--- config.mk ---
export PLATFORM = sky130hd
export DESIGN_NAME = scaled_blit_address_generator_unit
export DESIGN_NICKNAME = d
export VERILOG_FILES = /design/src/hdl/sbag_pkg.sv /design/src/hdl/sbag_div.sv /design/src/hdl/sbag_datapath.sv /design/src/hdl/sbag_ctrl.sv /design/src/hdl/scaled_blit_address_generator_unit.sv
export SDC_FILE = /design/constraint.sdc
export NUM_CORES = 1
export LEC_CHECK = 0
export ABC_AREA = 1
export BUFFER_PORTS_ARGS = -buffer_cell sky130_fd_sc_hd__buf_2
export CELL_PAD_IN_SITES_DETAIL_PLACEMENT = 0
export CELL_PAD_IN_SITES_GLOBAL_PLACEMENT = 2
export CORE_MARGIN = 2
export CORE_UTILIZATION = 35
export DETAILED_ROUTE_END_ITERATION = 10
export PLACE_DENSITY_LB_ADDON = 0.1
export SLEW_MARGIN = 20
export SYNTH_ARGS = -nofsm -noshare
export SYNTH_HDL_FRONTEND = slang
export SYNTH_SLANG_ARGS = --single-unit
--- constraint.sdc ---
create_clock -name clk -period 11.5 [get_ports clk]
set_input_delay 0.575 -clock clk [delete_from_list [all_inputs] [get_ports clk]]
set_output_delay 0.575 -clock clk [all_outputs]
set_load 0.02 [all_outputs]
--- src/hdl/sbag_pkg.sv ---
// Shared constants, register indexes and controller/datapath interface types.
package sbag_pkg;

    localparam int SRC_IMG_WIDTH  = 1024;
    localparam int SRC_IMG_HEIGHT = 1024;
    localparam int DST_IMG_WIDTH  = 1024;
    localparam int DST_IMG_HEIGHT = 1024;

    localparam int CRD_W     = 12;
    localparam int QUO_W     = 2 * CRD_W;
    localparam int SX_W      = QUO_W + 2;
    localparam int DX_W      = CRD_W + 2;
    localparam int ADDR_W    = 20;
    localparam int CFG_IDX_W = 3;
    localparam int DIV_CNT_W = $clog2(QUO_W + 1);

    localparam logic [CFG_IDX_W-1:0] REG_SRC_LEFT   = 3'd0;
    localparam logic [CFG_IDX_W-1:0] REG_SRC_TOP    = 3'd1;
    localparam logic [CFG_IDX_W-1:0] REG_SRC_WIDTH  = 3'd2;
    localparam logic [CFG_IDX_W-1:0] REG_SRC_HEIGHT = 3'd3;
    localparam logic [CFG_IDX_W-1:0] REG_DST_LEFT   = 3'd4;
    localparam logic [CFG_IDX_W-1:0] REG_DST_TOP    = 3'd5;
    localparam logic [CFG_IDX_W-1:0] REG_DST_WIDTH  = 3'd6;
    localparam logic [CFG_IDX_W-1:0] REG_DST_HEIGHT = 3'd7;

    typedef struct packed {
        logic accept;
        logic drop;
        logic mul;
        logic div_start;
        logic eval;
        logic load;
    } cmd_t;

    typedef struct packed {
        logic active;
        logic empty;
        logic div_busy;
        logic out_free;
    } sts_t;

endpackage

--- src/hdl/sbag_div.sv ---
// Iterative restoring divider, one quotient bit per cycle.
module sbag_div (
    input  logic                      clk,
    input  logic                      rst_n,
    input  logic                      start,
    input  logic [sbag_pkg::QUO_W-1:0] dividend,
    input  logic [sbag_pkg::CRD_W-1:0] divisor,
    output logic [sbag_pkg::QUO_W-1:0] quotient,
    output logic                      busy
);
    import sbag_pkg::*;

    logic [QUO_W-1:0]     qn_reg;
    logic [QUO_W-1:0]     qn_next;
    logic [CRD_W-1:0]     rem_reg;
    logic [CRD_W-1:0]     rem_next;
    logic [CRD_W-1:0]     dvs_reg;
    logic [DIV_CNT_W-1:0] cnt_reg;
    logic                 busy_reg;
    logic [CRD_W:0]       rem_sh;
    logic [CRD_W:0]       rem_sub;
    logic                 ge;

    always_comb
    begin
        rem_sh   = {rem_reg, qn_reg[QUO_W-1]};
        ge       = rem_sh >= {1'b0, dvs_reg};
        rem_sub  = rem_sh - {1'b0, dvs_reg};
        rem_next = ge ? rem_sub[CRD_W-1:0] : rem_sh[CRD_W-1:0];
        qn_next  = {qn_reg[QUO_W-2:0], ge};
    end

    always_ff @(posedge clk or negedge rst_n)
    begin
        if (!rst_n)
        begin
            busy_reg <= 1'b0;
            cnt_reg  <= '0;
        end
        else if (start)
        begin
            busy_reg <= 1'b1;
            cnt_reg  <= DIV_CNT_W'(QUO_W);
        end
        else if (busy_reg)
        begin
            cnt_reg <= cnt_reg - 1'b1;
            if (cnt_reg == DIV_CNT_W'(1))
            begin
                busy_reg <= 1'b0;
            end
        end
    end

    always_ff @(posedge clk)
    begin
        if (start)
        begin
            qn_reg  <= dividend;
            rem_reg <= '0;
            dvs_reg <= divisor;
        end
        else if (busy_reg)
        begin
            qn_reg  <= qn_next;
            rem_reg <= rem_next;
        end
    end

    assign quotient = qn_reg;
    assign busy     = busy_reg;

    a_busy_count: assert property (@(posedge clk) disable iff (!rst_n)
        busy_reg |-> cnt_reg != '0)
        else $error("divider busy with zero step count");

endmodule

--- src/hdl/sbag_datapath.sv ---
// Datapath: register file, walk counters, scaling dividers, address and output stages.
module sbag_datapath (
    input  logic                          clk,
    input  logic                          rst_n,
    input  logic                          cfg_write,
    input  logic [sbag_pkg::CFG_IDX_W-1:0] cfg_index,
    input  logic [sbag_pkg::CRD_W-1:0]     cfg_data,
    input  logic                          restart,
    input  sbag_pkg::cmd_t                cmd,
    output sbag_pkg::sts_t                sts,
    input  logic                          out_ready,
    output logic                          out_valid,
    output logic [sbag_pkg::ADDR_W-1:0]    src_word_addr,
    output logic                          src_inside,
    output logic [sbag_pkg::ADDR_W-1:0]    dst_word_addr,
    output logic                          dst_write,
    output logic                          last_access
);
    import sbag_pkg::*;

    logic [CRD_W-1:0] src_left_reg;
    logic [CRD_W-1:0] src_top_reg;
    logic [CRD_W-1:0] src_width_reg;
    logic [CRD_W-1:0] src_height_reg;
    logic [CRD_W-1:0] dst_left_reg;
    logic [CRD_W-1:0] dst_top_reg;
    logic [CRD_W-1:0] dst_width_reg;
    logic [CRD_W-1:0] dst_height_reg;

    logic [CRD_W-1:0] col_reg;
    logic [CRD_W-1:0] row_reg;
    logic             active_reg;
    logic [CRD_W-1:0] col_next;
    logic [CRD_W-1:0] row_next;
    logic             active_next;

    logic [QUO_W-1:0] xprod_reg;
    logic [QUO_W-1:0] yprod_reg;
    logic [QUO_W-1:0] xquo;
    logic [QUO_W-1:0] yquo;
    logic             xbusy;
    logic             ybusy;

    logic [SX_W-1:0]  sx;
    logic [SX_W-1:0]  sy;
    logic [DX_W-1:0]  dx;
    logic [DX_W-1:0]  dy;
    logic             sin;
    logic             dwr;
    logic [CRD_W:0]   row_inc;
    logic [CRD_W:0]   col_inc;
    logic             last;

    logic [CRD_W-1:0] sx_reg;
    logic [CRD_W-1:0] sy_reg;
    logic [CRD_W-1:0] dx_reg;
    logic [CRD_W-1:0] dy_reg;
    logic             sin_reg;
    logic             dwr_reg;
    logic             last_reg;

    logic [QUO_W-1:0] src_prod;
    logic [QUO_W-1:0] dst_prod;
    logic [ADDR_W-1:0] src_addr;
    logic [ADDR_W-1:0] dst_addr;

    logic              out_valid_reg;
    logic [ADDR_W-1:0] src_addr_reg;
    logic              src_inside_reg;
    logic [ADDR_W-1:0] dst_addr_reg;
    logic              dst_write_reg;
    logic              last_access_reg;

    always_ff @(posedge clk or negedge rst_n)
    begin
        if (!rst_n)
        begin
            src_left_reg   <= '0;
            src_top_reg    <= '0;
            src_width_reg  <= '0;
            src_height_reg <= '0;
            dst_left_reg   <= '0;
            dst_top_reg    <= '0;
            dst_width_reg  <= '0;
            dst_height_reg <= '0;
        end
        else if (cfg_write)
        begin
            case (cfg_index)
                REG_SRC_LEFT:   src_left_reg   <= cfg_data;
                REG_SRC_TOP:    src_top_reg    <= cfg_data;
                REG_SRC_WIDTH:  src_width_reg  <= cfg_data;
                REG_SRC_HEIGHT: src_height_reg <= cfg_data;
                REG_DST_LEFT:   dst_left_reg   <= cfg_data;
                REG_DST_TOP:    dst_top_reg    <= cfg_data;
                REG_DST_WIDTH:  dst_width_reg  <= cfg_data;
                REG_DST_HEIGHT: dst_height_reg <= cfg_data;
                default:        src_left_reg   <= src_left_reg;
            endcase
        end
    end

    // source and destination points of the current pixel
    always_comb
    begin
        sx  = {{(SX_W-CRD_W){src_left_reg[CRD_W-1]}}, src_left_reg} + {2'b00, xquo};
        sy  = {{(SX_W-CRD_W){src_top_reg[CRD_W-1]}}, src_top_reg} + {2'b00, yquo};
        dx  = {{(DX_W-CRD_W){dst_left_reg[CRD_W-1]}}, dst_left_reg} + {2'b00, col_reg};
        dy  = {{(DX_W-CRD_W){dst_top_reg[CRD_W-1]}}, dst_top_reg} + {2'b00, row_reg};
        sin = !sx[SX_W-1] && (sx < SX_W'(SRC_IMG_WIDTH))
            && !sy[SX_W-1] && (sy < SX_W'(SRC_IMG_HEIGHT));
        dwr = !dx[DX_W-1] && (dx < DX_W'(DST_IMG_WIDTH))
            && !dy[DX_W-1] && (dy < DX_W'(DST_IMG_HEIGHT));
    end

    // restart or clear the walk, else advance down the column, wrap to the next column, end after the last one
    always_comb
    begin
        row_inc = {1'b0, row_reg} + 1'b1;
        col_inc = {1'b0, col_reg};
        if (row_inc >= {1'b0, dst_height_reg})
        begin
            row_inc = '0;
            col_inc = {1'b0, col_reg} + 1'b1;
        end
        last = col_inc >= {1'b0, dst_width_reg};

        col_next    = col_reg;
        row_next    = row_reg;
        active_next = active_reg;
        if (cmd.accept && restart)
        begin
            col_next    = '0;
            row_next    = '0;
            active_next = 1'b1;
        end
        else if (cmd.drop)
        begin
            col_next    = '0;
            row_next    = '0;
            active_next = 1'b0;
        end
        else if (cmd.eval)
        begin
            if (last)
            begin
                col_next    = '0;
                row_next    = '0;
                active_next = 1'b0;
            end
            else
            begin
                col_next = col_inc[CRD_W-1:0];
                row_next = row_inc[CRD_W-1:0];
            end
        end
    end

    always_ff @(posedge clk or negedge rst_n)
    begin
        if (!rst_n)
        begin
            col_reg    <= '0;
            row_reg    <= '0;
            active_reg <= 1'b0;
        end
        else
        begin
            col_reg    <= col_next;
            row_reg    <= row_next;
            active_reg <= active_next;
        end
    end

    always_ff @(posedge clk)
    begin
        if (cmd.mul)
        begin
            xprod_reg <= QUO_W'(col_reg) * QUO_W'(src_width_reg);
            yprod_reg <= QUO_W'(row_reg) * QUO_W'(src_height_reg);
        end
    end

    sbag_div u_xdiv (
        .clk      (clk),
        .rst_n    (rst_n),
        .start    (cmd.div_start),
        .dividend (xprod_reg),
        .divisor  (dst_width_reg),
        .quotient (xquo),
        .busy     (xbusy)
    );

    sbag_div u_ydiv (
        .clk      (clk),
        .rst_n    (rst_n),
        .start    (cmd.div_start),
        .dividend (yprod_reg),
        .divisor  (dst_height_reg),
        .quotient (yquo),
        .busy     (ybusy)
    );

    always_ff @(posedge clk)
    begin
        if (cmd.eval)
        begin
            sx_reg   <= sx[CRD_W-1:0];
            sy_reg   <= sy[CRD_W-1:0];
            dx_reg   <= dx[CRD_W-1:0];
            dy_reg   <= dy[CRD_W-1:0];
            sin_reg  <= sin;
            dwr_reg  <= dwr;
            last_reg <= last;
        end
    end

    always_comb
    begin
        src_prod = QUO_W'(sy_reg) * QUO_W'(SRC_IMG_WIDTH);
        dst_prod = QUO_W'(dy_reg) * QUO_W'(DST_IMG_WIDTH);
        src_addr = sin_reg ? src_prod[ADDR_W-1:0] + ADDR_W'(sx_reg) : '0;
        dst_addr = dwr_reg ? dst_prod[ADDR_W-1:0] + ADDR_W'(dx_reg) : '0;
    end

    always_ff @(posedge clk or negedge rst_n)
    begin
        if (!rst_n)
        begin
            out_valid_reg <= 1'b0;
        end
        else if (cmd.load)
        begin
            out_valid_reg <= 1'b1;
        end
        else if (out_ready)
        begin
            out_valid_reg <= 1'b0;
        end
    end

    always_ff @(posedge clk)
    begin
        if (cmd.load)
        begin
            src_addr_reg    <= src_addr;
            src_inside_reg  <= sin_reg;
            dst_addr_reg    <= dst_addr;
            dst_write_reg   <= dwr_reg;
            last_access_reg <= last_reg;
        end
    end

    always_comb
    begin
        sts.active   = active_reg;
        sts.empty    = (dst_width_reg == '0) || (dst_height_reg == '0);
        sts.div_busy = xbusy || ybusy;
        sts.out_free = !out_valid_reg || out_ready;
    end

    assign out_valid     = out_valid_reg;
    assign src_word_addr = src_addr_reg;
    assign src_inside    = src_inside_reg;
    assign dst_word_addr = dst_addr_reg;
    assign dst_write     = dst_write_reg;
    assign last_access   = last_access_reg;

    a_load_free: assert property (@(posedge clk) disable iff (!rst_n)
        cmd.load |-> (!out_valid_reg || out_ready))
        else $error("output word overwritten before taken");

    a_eval_div_done: assert property (@(posedge clk) disable iff (!rst_n)
        cmd.eval |-> (!xbusy && !ybusy && active_reg))
        else $error("pixel evaluated with dividers busy or walk idle");

    a_last_idle: assert property (@(posedge clk) disable iff (!rst_n)
        (cmd.eval && last) |=> (!active_reg && col_reg == '0 && row_reg == '0))
        else $error("walk not idle after final pixel");

endmodule

--- src/hdl/sbag_ctrl.sv ---
// Controller: sequences accept, check, divide, evaluate and output load per word.
module sbag_ctrl (
    input  logic           clk,
    input  logic           rst_n,
    input  logic           in_valid,
    output logic           in_ready,
    input  sbag_pkg::sts_t sts,
    output sbag_pkg::cmd_t cmd
);
    import sbag_pkg::*;

    typedef enum logic [2:0] {
        S_IDLE,
        S_CHECK,
        S_DIV_LOAD,
        S_DIV_RUN,
        S_EVAL,
        S_LOAD
    } state_t;

    state_t state_reg;
    state_t state_next;
    logic   in_ready_reg;

    always_comb
    begin
        state_next = state_reg;
        cmd        = '0;
        case (state_reg)
            S_IDLE:
            begin
                if (in_valid && in_ready_reg)
                begin
                    cmd.accept = 1'b1;
                    state_next = S_CHECK;
                end
            end
            S_CHECK:
            begin
                if (!sts.active)
                begin
                    state_next = S_IDLE;
                end
                else if (sts.empty)
                begin
                    cmd.drop   = 1'b1;
                    state_next = S_IDLE;
                end
                else
                begin
                    cmd.mul    = 1'b1;
                    state_next = S_DIV_LOAD;
                end
            end
            S_DIV_LOAD:
            begin
                cmd.div_start = 1'b1;
                state_next    = S_DIV_RUN;
            end
            S_DIV_RUN:
            begin
                if (!sts.div_busy)
                begin
                    state_next = S_EVAL;
                end
            end
            S_EVAL:
            begin
                cmd.eval   = 1'b1;
                state_next = S_LOAD;
            end
            S_LOAD:
            begin
                if (sts.out_free)
                begin
                    cmd.load   = 1'b1;
                    state_next = S_IDLE;
                end
            end
            default:
            begin
                state_next = S_IDLE;
            end
        endcase
    end

    always_ff @(posedge clk or negedge rst_n)
    begin
        if (!rst_n)
        begin
            state_reg    <= S_IDLE;
            in_ready_reg <= 1'b1;
        end
        else
        begin
            state_reg    <= state_next;
            in_ready_reg <= (state_next == S_IDLE);
        end
    end

    assign in_ready = in_ready_reg;

endmodule

--- src/hdl/scaled_blit_address_generator_unit.sv ---
// Top level of the nearest-neighbor scaled blit address generator.
//
//  channel  | signals                                   | role
//  ---------+-------------------------------------------+-------------------------------
//  in       | in_valid, in_ready, restart               | step word: restart or advance
//  out      | out_valid, out_ready, src_word_addr,      | access word for one pixel
//           | src_inside, dst_word_addr, dst_write,     |
//           | last_access                               |
//  cfg      | cfg_write, cfg_index, cfg_data            | rectangle registers, no wait
//
//  A pixel word passes from accept through check and products, divider load,
//  divider run (quotient steps until both dividers are done), evaluate and
//  addresses. A word that issues nothing returns to idle after the check.
//  Reset clears the registers, the walk and the output stage; no clearing pass follows.
//  A stalled output word holds; the next step word is accepted meanwhile and waits
//  before the address stage until the output register frees.
module scaled_blit_address_generator_unit (
    input  logic                          clk,
    input  logic                          rst_n,
    input  logic                          in_valid,
    output logic                          in_ready,
    input  logic                          restart,
    output logic                          out_valid,
    input  logic                          out_ready,
    output logic [sbag_pkg::ADDR_W-1:0]    src_word_addr,
    output logic                          src_inside,
    output logic [sbag_pkg::ADDR_W-1:0]    dst_word_addr,
    output logic                          dst_write,
    output logic                          last_access,
    input  logic                          cfg_write,
    input  logic [sbag_pkg::CFG_IDX_W-1:0] cfg_index,
    input  logic [sbag_pkg::CRD_W-1:0]     cfg_data
);
    import sbag_pkg::*;

    cmd_t cmd;
    sts_t sts;

    sbag_ctrl u_ctrl (
        .clk      (clk),
        .rst_n    (rst_n),
        .in_valid (in_valid),
        .in_ready (in_ready),
        .sts      (sts),
        .cmd      (cmd)
    );

    sbag_datapath u_datapath (
        .clk           (clk),
        .rst_n         (rst_n),
        .cfg_write     (cfg_write),
        .cfg_index     (cfg_index),
        .cfg_data      (cfg_data),
        .restart       (restart),
        .cmd           (cmd),
        .sts           (sts),
        .out_ready     (out_ready),
        .out_valid     (out_valid),
        .src_word_addr (src_word_addr),
        .src_inside    (src_inside),
        .dst_word_addr (dst_word_addr),
        .dst_write     (dst_write),
        .last_access   (last_access)
    );

endmodule
Word-level counts from Yosys, hierarchy flattened

Cells that the tools add are included.

Reductions and logical operators: 35
Eq/ne operators: 14
Mux-type cells: 48
Multiply operators: 2
Order comparisons: 8
Add/sub/neg operators: 12

Operator list:

| kind                    | count |
|---|---|
| $mux W12                | 11 |
| $mux W24                | 4 |
| $add A12 B25 Y26        | 2 |
| $ge A13 B12 Y1          | 4 |
| $lt A26 B11 Y1 const B  | 2 |
| $mul A12 B12 Y24        | 2 |
| $add A20 B12 Y20        | 2 |
| $add A12 B13 Y14        | 2 |
| $lt A14 B11 Y1 const B  | 2 |
| $add A12 B1 Y13 const B | 2 |
| $logic_not A12 Y1       | 2 |
| $sub A12 B12 Y12        | 2 |
| $mux W1                 | 20 |
| $mux W5                 | 4 |
| $eq A3 B3 Y1 const B    | 6 |
| $pmux W3 S6             | 1 |
| $reduce_and A2 Y1       | 9 |
| $mux W13                | 1 |
| $eq A3 B2 Y1 const B    | 4 |
| $eq A5 B1 Y1 const B    | 2 |
| $sub A5 B1 Y5 const B   | 2 |
| $logic_not A3 Y1        | 3 |
| $mux W3                 | 3 |
| $logic_and A1 B1 Y1     | 8 |
| 6 further kinds         | 19 |

Input bits: 21
Flip-flop bits (word level): 372
Word-level logic and storage cells: 157
Output and inout bits: 45

Logic depth before layout (Yosys ltp)

Gate-level depths: netlist of the first run.

Depth after elaboration: 8
Mapped depth: 30

Hierarchy

A second synthesis of the first run with hierarchy kept.

Cell total of the unflattened synthesis: 3,815
Area, all modules: 30,768.3 um^2

Modules (own cells, without submodules):

| module        | area an instance (um^2) | seq. area each (um^2) | cells each | times used |
|---|---|---|---|---|
| sbag_datapath | 24,390.9                | 7,196.9               | 3,017      | 1 |
| sbag_div      | 3,060.4                 | 1,471.4               | 382        | 2 |
| sbag_ctrl     | 256.5                   | 101.3                 | 34         | 1 |

Least setup slack after synthesis of the first run

Ideal clock, no wire load.

Path kind: register -> register
From: register u_datapath.col_reg[7]
To: register u_datapath.xprod_reg[23] (data pin)
Data required time: 11.239 ns
Stages on the path, launching flop included: 26
Path slack: 6.037 ns
Arrival: 5.202 ns
Clock period less this slack: 5.463 ns
Library setup time: 0.261 ns
Path buffers: 2
Cell sequence: dfrtp_1 -> clkbuf_1 -> clkbuf_1 -> nand2_1 -> fa_1 -> inv_1 -> fa_1 -> inv_1 -> fa_1 -> inv_1 -> fa_1 -> inv_1 -> fa_1 -> inv_1 -> ha_1 -> a21oi_1 -> nor2_1 -> nor2_1 -> nand2_1 -> a21oi_1 -> o21ai_1 -> a21oi_1 -> inv_1 -> nand2_1 -> nand3_1 -> xor2_1

Longest elaborated chain between the ends: 1

RTL lines:

| element                  | RTL line             | source |
|---|---|---|
| start: declaration       | sbag_datapath.sv:30  | `logic [CRD_W-1:0] col_reg;` |
| start signal: assignment | sbag_datapath.sv:169 | `col_reg <= col_next;` |
| $mul A12 B12 Y24         | sbag_datapath.sv:179 | `xprod_reg <= QUO_W'(col_reg) * QUO_W'(src_width_reg);` |
| end signal: assignment   | sbag_datapath.sv:179 |  |
| end: declaration         | sbag_datapath.sv:37  | `logic [QUO_W-1:0] xprod_reg;` |

No other way between the ends.
A chain may end at the register's enable or synchronous reset.

Final worst setup path of the first run

Same ends and word-level chain as after synthesis.

==> results of run 1 <==
==> Yosys cell counts (all sizes together) (9+ instances only) <==
cell type / number / share of area
xnor2: 38 / 0.011
clkbuf: 87 / 0.011
nand2: 1074 / 0.13
o21bai: 12 / 0.0030
nand4: 35 / 0.0077
inv: 780 / 0.097
a21o: 9 / 0.0022
xor2: 78 / 0.023
nor2: 167 / 0.021
dfxtp: 24 / 0.016
buf: 14 / 0.0027
dfrtp: 137 / 0.11
nand3b: 10 / 0.0025
nand3: 111 / 0.019
nor3: 37 / 0.0068
ha: 258 / 0.11
fa: 208 / 0.14
a21oi: 155 / 0.026
o21ai: 200 / 0.033
edfxtp: 210 / 0.21
o22ai: 20 / 0.0060
==> worst max-delay path, stage by stage, from the launching register on <==
cell and delay (ps):
dfrtp_1 760, nand2_1 170, fa_1 550, inv_1 50
fa_1 490, inv_1 60, fa_1 540, inv_1 50
fa_1 480, inv_1 50, fa_1 530, inv_1 40
ha_1 340, a21oi_1 180, nor2_1 60, nor2_1 90
nand2_1 60, a21oi_1 200, o21ai_1 140, a21oi_1 270
inv_1 70, nand2_1 60, nand3_1 70, xor2_1 150
==> power breakdown <==
group / switching [W] / internal (W) / total [W] / leakage, nW
logic: 0.00157 / 0.000837 / 0.00241 / 12.8
registers: 0.000312 / 0.00180 / 0.00211 / 3.95
clock network: 0.000601 / 0.000959 / 0.00156 / 0.801
==> cell usage in the layout (no fill, tap or decap), types with 9 or more instances in the layout <==
cell type	count
nor3_1	33
xor2_1	78
nand3b_1	10
o21ai_1	31
dfrtp_1	137
nand3_1	109
o22ai_2	9
buf_2	64
ha_1	258
nand4_1	34
dfxtp_1	24
fa_1	208
a21o_1	9
clkbuf_16	49
inv_2	19
edfxtp_1	210
o22ai_1	11
nor2_1	161
o21bai_1	12
a21oi_1	155
inv_1	761
buf_4	11
nand2_1	1073
xnor2_1	38
o21ai_0	167
==> kinds of logic after synthesis <==
kind of cell             count (synthesis)  synth area share
adder cells (fa/ha/maj)                466            0.2439
XOR/XNOR                               116           0.03352
AO/OA/AOI/OAI                          435           0.08041
flip-flops                             372            0.3378
buffers and inverters                  881            0.1100
AND/OR/NAND/NOR                       1455            0.1943
==> per-layer routing <==
metal,vias up,global-route usage,wire length (um)
met1,11010,0.2951,43930
met2,434,0.3044,37530
met3,78,0.02363,4104
met4,0,0.03996,1481
li1,11691,-,-
met5,-,0,0
==> metrics by stage <==
step | hold WS (ps) | worst slack [ps] | cells
4_1_cts | 185.7 | 5736 | 4932
6_report | 221.9 | 5787 | 4933
2_1_floorplan | 279.4 | 6037 | 3725
3_3_place_gp | 415.1 | 5769 | 4844
3_5_place_dp | 419.0 | 5728 | 4844
5_1_grt | 225.4 | 5350 | 4932
==> how the worst max path moves through the flow <==
| stage | startpoint | end | slack (ps) | cells past startpoint |
|---|---|---|---|---|
| floorplan | u_datapath.col_reg[7] | u_datapath.xprod_reg[23] | 6040 | 25 |
| global placement | u_datapath.col_reg[7] | u_datapath.xprod_reg[23] | 5770 | 23 |
| detailed placement | u_datapath.col_reg[6] | u_datapath.xprod_reg[23] | 5730 | 23 |
| CTS | u_datapath.col_reg[7] | u_datapath.xprod_reg[23] | 5740 | 23 |
| global route | u_datapath.col_reg[6] | u_datapath.xprod_reg[23] | 5350 | 23 |
| finish | u_datapath.col_reg[7] | u_datapath.xprod_reg[23] | 5790 | 23 |
==> layout make-up <==
| type | count | area, um2 | share of cell area |
|---|---|---|---|
| inverter | 780 | 2928 | 0.08756 |
| clock buffer | 64 | 1353 | 0.04045 |
| tap | 1144 | 1431 | 0.04281 |
| clock inverter | 23 | 280.3 | 0.008382 |
| sequential | 372 | 10240 | 0.3063 |
| timing repair buffer | 77 | 424.2 | 0.01269 |
| multi-input combinational | 2472 | 16780 | 0.5018 |
| antenna | 1 | 2.502 | 0.00007484 |
==> impl_metrics.tcl, run 1 <==
set metrics [dict create \
    status "completed" \
    crit_path_start_kind "flip-flop" \
    crit_required_ps 11810 \
    cts_resized 0 \
    reg2reg_setup_slack_ps 5790 \
    fin_util 0.3909 \
    hold_depth 3 \
    portBuffers 65 \
    die-area_um2 88980 \
    io_pins 66 \
    clk_pin_slew_ps 60 \
    rsz0062_at_grt "false" \
    grt_pass1_wl_mm 137.0 \
    avgSynthCellArea_um2 8.138 \
    clock_sinks 372 \
    crit_fanout 17 \
    period_minus_slack_ps 5713 \
    antenna_found_initial 9 \
    die_x_um 298.3 \
    core_um2 85550 \
    drtAntennaViolNets 0 \
    num_vias 23213 \
    row_count 107 \
    power_density_nw_per_um2 181.7 \
    cts_setup_buffers 0 \
    rr_worst_depth 23 \
    synthArstFlopShare 0.3710 \
    drt_iter0_drc 1350 \
    r2r-end "u_datapath.xprod_reg[23]" \
    tns_ps 0 \
    firstDrtPassIters 5 \
    grt_pass1_vias 23542 \
    relSlewSlack 0.3147 \
    wl_per_cell_um 17.64 \
    place_area_um2 31790 \
    drive_above_1_share 0.05333 \
    die_y_um 298.3 \
    syn_to_final_growth_pct 10.31 \
    min_from "cfg_data[10]" \
    gp_congestion 0.8484 \
    ys_seq_area_frac 0.3378 \
    routed_wl_mm 87.04 \
    grt_max_degree 75 \
    finalPower_w 0.006077 \
    crit_arrival_ps 6030 \
    h-tree-depth 2 \
    fillers 8786 \
    cts_root_buf "clkbuf_16" \
    setup_violations 0 \
    cts_tree "done" \
    crit_type "reg -> reg" \
    holdPathEnd "u_datapath.dst_height_reg[10]" \
    synth_edf_count 210 \
    worstMarginPinSlew_ps 1026 \
    overflow 0 \
    yosys_most_used_dff "edfxtp_1" \
    synth.distinct_cells 56 \
    post-route-drc-count 0 \
    drt-vias-per-instance 4.706 \
    syn_nets 4212 \
    min_path_type "in -> reg" \
    fmax_mhz 175.1 \
    numCtsBuffers 47 \
    finalClockSkew_ps 23.14 \
    nNetsFinal 4237 \
    hold_viol 0 \
    crit_path_end_kind "flip-flop" \
    clock_path_buffers 3 \
    p_leak_nw 17.59 \
    cts_hold_buf 1 \
    clkLatencyLatePin_ps 580 \
    ys_warn_count 0 \
    maxCapViolations 0 \
    synth_cells 3725 \
    reg2reg_from "u_datapath.col_reg[7]" \
    synth-seq-cells 372 \
    syn_area_um2 30310 \
    finalCritPeriodShare 0.4967 \
    grt.total_usage 0.1969 \
    stdcell_area_um2 33440 \
    dpl.hpwl_mm 67.27 \
    drv_slew 0 \
    vdd.ir_drop.worst_mv 0.1171 \
    start_util 0.3543 \
]
(Power assumes the default switching activity.)
==> run 2, diff against run 1 <==
- ABC_AREA: 1 -> 0
- clock period: 11.5 -> 5.5 ns (I/O delays scaled with it)
==> impl_metrics.tcl, run 2 <==
set metrics [dict create \
    status "completed" \
    reg2reg_setup_slack_ps 120 \
    num_vias 21310 \
    fmax_mhz 185.9 \
    crit_fanout 4 \
    cts_tree "done" \
    synthTopCellsByCount "423 x inv_1, 415 x nand2_1, 258 x ha_1" \
    p_leak_nw 16.06 \
    relSlewSlack 0.3567 \
    final_cell_mix "408 x inv_1, 405 x nand2_1, 233 x ha_1" \
    worstMarginPinSlew_ps 959.8 \
    setup_violations 0 \
    drive_above_1_share 0.1897 \
    drtAntennaViolNets 0 \
    crit_arrival_ps 5720 \
    synthArstFlopShare 0.3710 \
    syn_nets 3409 \
    synth_edf_count 210 \
    synth.distinct_cells 74 \
    grt_pass1_vias 21924 \
    grt_max_degree 59 \
    crit_type "reg -> reg" \
    finalClockSkew_ps 39.28 \
    maxCapViolations 0 \
    min_path_type "in -> reg" \
    fillers 7985 \
    fin_util 0.4208 \
    drv_slew 0 \
    grt.total_usage 0.1995 \
    die-area_um2 85400 \
    clkLatencyLatePin_ps 600 \
    clock_sinks 372 \
    power_density_nw_per_um2 544.3 \
    cts_root_buf "clkbuf_16" \
    ys_warn_count 0 \
    core_um2 82110 \
    firstDrtPassIters 5 \
    drt_iter0_drc 1102 \
    cp_num_buf_inv 7 \
    vdd.ir_drop.worst_mv 0.5912 \
    die_x_um 292.2 \
    routed_wl_mm 85.34 \
    finalPower_w 0.01881 \
    rsz0062_at_grt "true" \
    cpMaxStageDelayCell "fa_2" \
    yosys_most_used_dff "edfxtp_1" \
    io_pins 66 \
    wl_per_cell_um 19.96 \
    grt_pass1_wl_mm 130.9 \
    crit_required_ps 5850 \
    syn_area_um2 29080 \
    start_util 0.3541 \
    synth_top_cell_by_area "edfxtp_1" \
    nNetsFinal 3655 \
    crit_path_end_kind "flip-flop" \
    portBuffers 65 \
    finalCritPeriodShare 0.9779 \
    dpl.hpwl_mm 65.61 \
    period_minus_slack_ps 5378 \
    die_y_um 292.2 \
    post-route-drc-count 0 \
    synth_cells 2922 \
    critical-path-max-stage-delay_ps 570 \
    clk_pin_slew_ps 60 \
    ys_seq_area_frac 0.3522 \
    syn_to_final_growth_pct 18.83 \
    drt-vias-per-instance 4.984 \
    antenna_found_initial 13 \
    gp_congestion 0.8001 \
    path_delay_family "adder cells" \
    numCtsBuffers 45 \
    h-tree-depth 2 \
    overflow 0 \
    clock_path_buffers 3 \
    path_cells "buf_4 > and2_1 > fa_1 > inv_1 > fa_1 > inv_1 > fa_1 > fa_1 > inv_1 > fa_2 > inv_1 > ha_4 > o31ai_4 > a21oi_2 > a41o_1 > o311a_1 > buf_4 > buf_4 > xor2_1" \
    synth-seq-cells 372 \
    row_count 105 \
    layout_commonest_cell "inv_1" \
    yosysMostFrequentCell "inv_1" \
    avgSynthCellArea_um2 9.951 \
    crit_path_start_kind "flip-flop" \
    ys_top_cells_by_area "edfxtp_1 22%, fa_1 14%, dfrtp_1 12%" \
    synth_top_area_frac 0.2169 \
    hold_viol 0 \
]
==> run 2: power by group <==
group          switching, W  internal [W]
clock               0.00126       0.00186
sequential         0.000595       0.00402
combinational       0.00618       0.00490
==> run 2: per-stage QoR <==
step | TNS [ps] | hold WS [ps] | setup slack (ps) | std cells | instance area, um2
after floorplan | -2.193 | -20.59 | -2.193 | 2922 | 29140
after global placement | -396.9 | 250.5 | -186.6 | 4145 | 31920
after detailed placement | -2552 | 253.4 | -303.0 | 4145 | 31920
after CTS | 0 | 0.05357 | 10.19 | 4235 | 33580
after global routing | -388.0 | 31.13 | -76.64 | 4275 | 34550
final | 0 | 44.96 | 121.7 | 4276 | 34550
==> run 2: worst paths after layout <==
check | startpoint | endpoint | cells past startpoint
max | u_datapath.col_reg[3] | u_datapath.xprod_reg[21] | 19
min in group asynchronous | rst_n | u_datapath.dst_left_reg[2] | 2
min | restart | u_datapath.active_reg | 4
max in group asynchronous | rst_n | u_datapath.u_ydiv.busy | 3
min reg2reg | u_datapath.last_reg | u_datapath.last_access | 0
max reg2reg | u_datapath.col_reg[3] | u_datapath.xprod_reg[21] | 19
==> run 2: area by class of cell <==
| cell class | instances | area [um2] | share of cell area |
|---|---|---|---|
| Antenna cell | 1 | 2.502 | 0.00007243 |
| Clock buffer | 65 | 1272 | 0.03683 |
| Clock inverter | 19 | 265.3 | 0.007677 |
| Inverter | 423 | 1588 | 0.04595 |
| Multi-Input combinational cell | 2027 | 17500 | 0.5064 |
| Sequential cell | 372 | 10260 | 0.2971 |
| Tap cell | 1070 | 1339 | 0.03875 |
| Timing Repair Buffer | 299 | 2322 | 0.06721 |
==> run 2: logic make-up (layout without fill, tap and decap cells) <==
kind of cell	Yosys count	count (layout)	share of synthesized area
simple gates	901	901	0.1482
compound gates	406	406	0.09179
xor+xnor	136	136	0.04097
buf+inv	523	806	0.06790
flops	372	372	0.3522
mux	118	118	0.04467
other cells	0	1	0
fa+ha+maj	466	466	0.2542
==> run 2: worst register-to-register path: cells and delay by family (launching register included) <==
kind	cells	cell delay, ps
buf+inv	7	650
simple gates	1	150
compound gates	4	830
flops	1	440
fa+ha+maj	6	2920
xor+xnor	1	130
==> run 2: what timing repair did <==
item / CTS / global route
resized for setup: 24 / 141
gates cloned: 0 / 2
buffers inserted: 5 / 38
hold buffers: 1 / 0
setup endpoints to repair: 28 / 36
pin swaps: 11 / 102
endpoints found under the hold margin: 43 / 0
==> run 2: routing by layer <==
layer | share of wire | global-route usage | vias to the layer above
li1 | - | - | 10252
met1 | 0.49 | 0.2904 | 10592
met2 | 0.45 | 0.3142 | 359
met3 | 0.035 | 0.02254 | 105
met4 | 0.027 | 0.05406 | 2
met5 | 0.00019 | 0 | -
==> run 3, diff against run 2 <==
- CORE_UTILIZATION: 35 -> 25
==> impl_metrics.tcl, run 3 (synthesis gave the netlist of run 2 again) <==
set metrics [dict create \
    status "completed" \
    drive_above_1_share 0.1930 \
    crit_type "reg -> reg" \
    gp_congestion 0.8054 \
    clk_pin_slew_ps 60 \
    grt.total_usage 0.1521 \
    crit_fanout 4 \
    layout_commonest_cell "nand2_1" \
    antenna_found_initial 9 \
    fmax_mhz 185.6 \
    dpl.hpwl_mm 70.36 \
    path_delay_family "adder cells" \
    power_density_nw_per_um2 535.7 \
    min_path_type "in -> reg" \
    h-tree-depth 2 \
    finalCritPeriodShare 0.9795 \
    row_count 125 \
    critical-path-max-stage-delay_ps 540 \
    p_leak_nw 16.05 \
    cp_num_buf_inv 7 \
    whs_ps 116.9 \
    period_minus_slack_ps 5387 \
    firstDrtPassIters 5 \
    portBuffers 65 \
    crit_arrival_ps 5730 \
    final_cell_mix "408 x nand2_1, 407 x inv_1, 241 x ha_1" \
    grt_max_degree 86 \
    syn_to_final_growth_pct 20.62 \
    drtAntennaViolNets 0 \
    clock_sinks 372 \
    stdcell_area_um2 35070 \
    tns_ps 0 \
    rsz0062_at_grt "true" \
    setup_violations 0 \
    hold_viol 0 \
    wl_per_cell_um 19.21 \
    crit_required_ps 5850 \
    place_area_um2 32540 \
    numCtsBuffers 49 \
    path_cells "buf_4 > and2_1 > fa_2 > inv_2 > fa_2 > inv_2 > fa_2 > fa_1 > inv_1 > fa_2 > inv_2 > ha_4 > a31o_4 > a31oi_4 > a21oi_2 > a41o_1 > o311a_1 > buf_4 > buf_4 > xor2_1" \
    drv_slew 0 \
    io_pins 66 \
    crit_path_start_kind "flip-flop" \
    crit_path_end_kind "flip-flop" \
    core_um2 115700 \
    routed_wl_mm 91.08 \
    relSlewSlack 0.3195 \
    maxCapViolations 0 \
    post-route-drc-count 0 \
    overflow 0 \
    worstMarginPinSlew_ps 1018 \
    cts_tree "done" \
    cts_root_buf "clkbuf_16" \
    clkLatencyLatePin_ps 610 \
    die_x_um 345.0 \
    start_util 0.2512 \
    cpMaxStageDelayCell "fa_2" \
    vdd.ir_drop.worst_mv 0.3491 \
    drt-vias-per-instance 4.460 \
    finalClockSkew_ps 21.38 \
    die-area_um2 119000 \
    nNetsFinal 3659 \
    clock_path_buffers 3 \
    grt_pass1_wl_mm 140.2 \
    crit_top_cell "fa_2" \
    grt_pass1_vias 22281 \
    fin_util 0.3030 \
    die_y_um 345.0 \
    drt_iter0_drc 958 \
    num_vias 21146 \
]
run 3: cell count changes in the layout (fill, tap and decap cells not counted), moves of 5 or more:
cell,delta
dfrtp_1,-8
dfrtp_2,+8
ha_1,+8
ha_4,-7
buf_4,+5
run 3: worst min-delay path, cell delays in order:
cell and delay, ps:
buf_2 140, nand2_1 60, nor3_1 60, a21o_1 150
run 3: area by class of cell:
| type | instances | area [um2] |
|---|---|---|
| diodes | 4 | 10.01 |
| clock buffers | 70 | 1398 |
| clock inverters | 22 | 192.7 |
| fillers | 12108 | 80660 |
| inverters | 423 | 1590 |
| multi-input cells | 2027 | 17450 |
| flip-flops and latches | 372 | 10270 |
| well taps | 1524 | 1907 |
| repair buffers | 299 | 2251 |
run 3: worst paths after layout:
path	startpoint	to	slack, ps	cells past startpoint
min in group asynchronous	rst_n	u_datapath.src_height_reg[9]	360	2
max in group asynchronous	rst_n	u_datapath.u_xdiv.busy	3650	3
setup reg to reg	u_datapath.col_reg[3]	u_datapath.xprod_reg[21]	110	20
setup / recovery	u_datapath.col_reg[3]	u_datapath.xprod_reg[21]	110	20
hold / removal	restart	u_datapath.active_reg	120	4
hold reg to reg	u_datapath.last_reg	u_datapath.last_access	430	0
run 3: report_power, final:
part | switching (W) | internal (W)
combinational | 0.00612 | 0.00480
sequential | 0.000617 | 0.00403
clock | 0.00132 | 0.00190
run 3: through the flow:
stage	power, W	worst slack [ps]	instances
after floorplan	0.01146	-2.193	2922
after global placement	0.01512	-283.7	4609
after detailed placement	0.01507	-347.5	4609
after CTS	0.01858	7.520	4706
after global routing	0.02055	-102.9	4737
final	0.01879	112.5	4741
run 3: what timing repair did:
action                                  in CTS  in global routing
resized for setup                           35                137
endpoints found under the hold margin       84                  0
endpoints found under the setup margin      29                 37
cloned                                       1                  1
setup buffers                                3                 30
hold buffers                                 1                  0
pin swaps                                    9                 90
run 3: metal layers:
metal	vias to the layer above	routed length, um	global-route usage
met5	-	0	0
met4	0	2209	0.03965
met3	108	3443	0.01772
met2	332	40980	0.2419
met1	10464	44450	0.2183
li1	10242	-	-
